--- src/hdl/bct_ram.sv ---
// Generic single-write, single-read RAM with registered read data.
module bct_ram #(
  parameter int unsigned WIDTH = 32,
  parameter int unsigned DEPTH = 64
) (
  input  logic                                    clk_i,
  input  logic                                    we_i,
  input  logic [((DEPTH > 1) ? $clog2(DEPTH) : 1)-1:0] waddr_i,
  input  logic [WIDTH-1:0]                        wdata_i,
  input  logic                                    re_i,
  input  logic [((DEPTH > 1) ? $clog2(DEPTH) : 1)-1:0] raddr_i,
  output logic [WIDTH-1:0]                        rdata_o
);

  logic [WIDTH-1:0] mem_q [DEPTH];
  logic [WIDTH-1:0] rdata_q;

  // Write port
  always_ff @(posedge clk_i) begin
    if (we_i) begin
      mem_q[waddr_i] <= wdata_i;
    end
  end

  // Registered read port
  always_ff @(posedge clk_i) begin
    if (re_i) begin
      rdata_q <= mem_q[raddr_i];
    end
  end

  assign rdata_o = rdata_q;

endmodule

--- config.mk ---
export PLATFORM = sky130hd
export DESIGN_NAME = bct_ram
export DESIGN_NICKNAME = d
export VERILOG_FILES = /design/src/hdl/bct_ram.sv
export SDC_FILE = /design/constraint.sdc
export NUM_CORES = 2
export LEC_CHECK = 0
export ABC_CLOCK_PERIOD_IN_PS = 3550
export BUFFER_PORTS_ARGS = -buffer_cell sky130_fd_sc_hd__buf_4
export CAP_MARGIN = 15
export CORE_ASPECT_RATIO = 1.25
export CORE_MARGIN = 2
export CORE_UTILIZATION = 32
export DETAILED_ROUTE_END_ITERATION = 12
export GPL_ROUTABILITY_DRIVEN = 0
export PLACE_DENSITY = 0.55
export SYNTH_ARGS = -nofsm -noshare
export SYNTH_HDL_FRONTEND = slang
export SYNTH_SLANG_ARGS = --single-unit
export TNS_END_PERCENT = 20
--- constraint.sdc ---
create_clock -name clk_i -period 3.55 [get_ports clk_i]
set_input_delay 0.5325 -clock clk_i [delete_from_list [all_inputs] [get_ports clk_i]]
set_output_delay 0.5325 -clock clk_i [all_outputs]
set_load 0.1 [all_outputs]
==> flow_summary.json <==
{
  "hold_class": "primary input to flip-flop",
  "clk_pin_slew_ns": 0.07,
  "dpl.cell_count": 6727,
  "multi_input_area_sq_mm": 0.01597,
  "cp_slowest_cell": "o22ai_1",
  "ys_types": 33,
  "finalSetupTns_ns": 0,
  "dr.pass1.iters": 5,
  "cts_resized": 0,
  "cts_max_level": 4,
  "p_leak_nw": 28.09,
  "powerDensity_mw_per_mm2": 549.1,
  "totalPowerFinal_mw": 50.36,
  "crit_top_cell": "mux4_2",
  "synth_top_area_share_pct": 79.23,
  "rsz0062_at_grt": "false",
  "grt_max_degree": 65,
  "insertion_delay_ns": 0.84,
  "fp.dieArea_sq_mm": 0.2504,
  "cts_setup_buffers": 0,
  "seq_power_share_pct": 54.3,
  "postLayoutCoreUtil_pct": 37.46,
  "postSynthAreaPerCell_sq_um": 23.72,
  "path_cells": "mux4_2, mux4_2, o22ai_1, nor2_1",
  "layout.nets": 3688,
  "critical-path-max-stage-delay_ns": 1.01,
  "internal_power_mw": 39.12,
  "crit_fanout": 2,
  "p_clk_share_pct": 39.6,
  "cts.hold.buffers_added": 0,
  "synth_warnings": 0,
  "power.switching_mw": 11.25,
  "crit_path_end_kind": "flip-flop",
  "grt_first_pass_wirelength_mm": 303.2,
  "synth_area_leaders": "edfxtp_1, mux4_2, mux2i_1",
  "antenna_found_initial": 11,
  "status": "finished clean",
  "setup_ws_ns": 0.7224,
  "root_buffer": "clkbuf_16",
  "port-buffer-count": 78,
  "finalHoldViolCount": 0,
  "cts_buffers": 192,
  "start_kind": "flip-flop",
  "syn_to_final_growth_pct": 16.34,
  "power.share.combinational_pct": 6.1,
  "regArea_sq_mm": 0.06246,
  "final.hold.worst_slack_ns": 0.2372,
  "drtAntennaViolNets": 0,
  "tightest_slew_ns": 1.267,
  "drive_above_1_share_pct": 30.92,
  "maxClockFrequency_mhz": 353.7,
  "via_per_inst": 5.208,
  "initial_core_util_pct": 32.20,
  "cts.path.max_buffers": 3,
  "critPathArrivalTime_ns": 3.38,
  "routed_wl_mm": 220.0,
  "cts.sinks": 2080,
  "overflow": 0,
  "ioPinCount": 79,
  "post-place-ws_ns": -0.1517,
  "setup_viol": 0,
  "drt_iter0_markers": 3804,
  "num_rows": 203,
  "ys_ff_latch": 2080,
  "slew_violations": 0,
  "worstSetupPathType": "flip-flop to flip-flop",
  "drc": 0,
  "synthCells": 3324,
  "slew_headroom_pct": 15.55,
  "dp_hpwl_mm": 124.5,
  "core_area_sq_mm": 0.2449,
  "period_minus_slack_ns": 2.828,
  "n_fill_cell": 22070,
  "timing.final.crit_share_pct": 79.65,
  "seq_area_frac_synth_pct": 79.23,
  "peakVddDrop_mv": 0.5349,
  "cap_violations": 0,
  "placed_cell_area_sq_mm": 0.08571,
  "syn_area_sq_mm": 0.07884,
  "grt_pass1_vias": 37980,
  "instances_no_fill": 7086,
  "finClkSkew_ns": 0.03027,
  "die_h_microns": 558.9,
  "wl_per_cell_microns": 31.04,
  "cts_tree": "done",
  "vias": 36900,
  "die_width_microns": 447.9,
  "synth_nets": 3371,
  "final_cell_area_sq_mm": 0.09172,
  "cp.required_ns": 4.10,
  "grtUsageTotal_pct": 17.39,
  "synth_top_area_cell": "edfxtp_1",
  "switching_share_pct": 22.33
}
[critical path, delay by kind of cell, from the launching register on]
kind | cells | cell delay (ns)
DFF | 1 | 0.38
and+or+nand+nor | 1 | 0.10
muxes | 2 | 1.05
AOI/OAI and AO/OA | 1 | 1.01
[layout by cell type (no fill, tap or decap), types with 9 or more instances in the layout]
cell type  netlist  final
clkbuf_16        0    195
diode_2          0      9
clkbuf_1        74     39
buf_12           0     68
a22oi_1         12     12
buf_4           25    232
o22ai_1         84     84
clkinv_1         0     55
o221ai_1        27     27
a21oi_1         62     62
nor2_1         137     75
nand2_1         26     26
clkinv_2         0     34
edfxtp_1      2080   2080
nor2b_1         15     15
mux2i_1         93     93
mux4_2         544    544
nor2_4           0     62
bufinv_16        0     10
[power groups by stage]
stage | clock network (mW) | registers, mW | logic (mW)
final | 20.0 | 27.4 | 3.05
after global routing | 21.1 | 27.4 | 3.18
after CTS | 20.3 | 27.4 | 3.11
after detailed placement | 0 | 27.9 | 3.10
after global placement | 0 | 27.9 | 3.07
after floorplan | 0 | 28.1 | 1.32
[kinds of logic after synthesis]
family	share of synthesized area, %
buf+inv	1.124
simple gates	1.260
flops	79.23
compound gates	1.666
mux	16.72
[path summary, 6_finish.rpt]
| path | from | to | slack [ns] | cells past startpoint |
|---|---|---|---|---|
| setup / recovery | mem_q[58][5]$_DFFE_PP_ | rdata_o[5]$_DFFE_PP_ | 0.72 | 4 |
| hold / removal | wdata_i[0] | mem_q[20][0]$_DFFE_PP_ | 0.24 | 1 |
| setup reg to reg | mem_q[58][5]$_DFFE_PP_ | rdata_o[5]$_DFFE_PP_ | 0.72 | 4 |
| hold reg to reg | mem_q[12][20]$_DFFE_PP_ | rdata_o[20]$_DFFE_PP_ | 0.87 | 4 |
[registers in the layout (all words and copies together), names as in the netlist]
signal,flops
mem_q,2048
rdata_o,32
[synthesized netlist by cell type]
master       n
buf_1       21
buf_6        5
o221ai_1    27
mux2i_1     93
a31oi_1      1
nand4b_1     1
or2_0        1
nor2b_1     15
a41o_1       4
nand4_1      2
a21oi_1     62
or2_2        1
nand2_1     26
nand2b_1     8
buf_2       57
nand3b_1     5
edfxtp_1  2080
mux4_2     544
nor3_1       7
or3b_2       3
or3_1        3
o22ai_1     84
and2_1       2
or3b_1       2
and3_1       4
or2_1        1
buf_4       25
o32ai_1      4
nand3_1      5
nor2_1     137
a311oi_1     8
a22oi_1     12
clkbuf_1    74
[layout make-up]
type / count / area share (%)
sequential: 2080 / 68.10
multi-input combinational: 1062 / 17.42
clock buffer: 234 / 5.480
tap: 3280 / 4.475
timing repair buffer: 305 / 3.457
clock inverter: 116 / 1.045
antenna: 9 / 0.02456
[per-layer routing]
metal | wire length (microns) | track usage [%] | part of all wire [%] | vias up
met5 | 26 | 0 | 0.012 | -
met4 | 7711 | 6.031 | 3.5 | 4
met3 | 11250 | 2.228 | 5.1 | 300
met2 | 117600 | 31.29 | 53 | 1164
met1 | 83410 | 21.35 | 38 | 20500
li1 | - | - | - | 14930
Power figures use the tool's default switching activity.
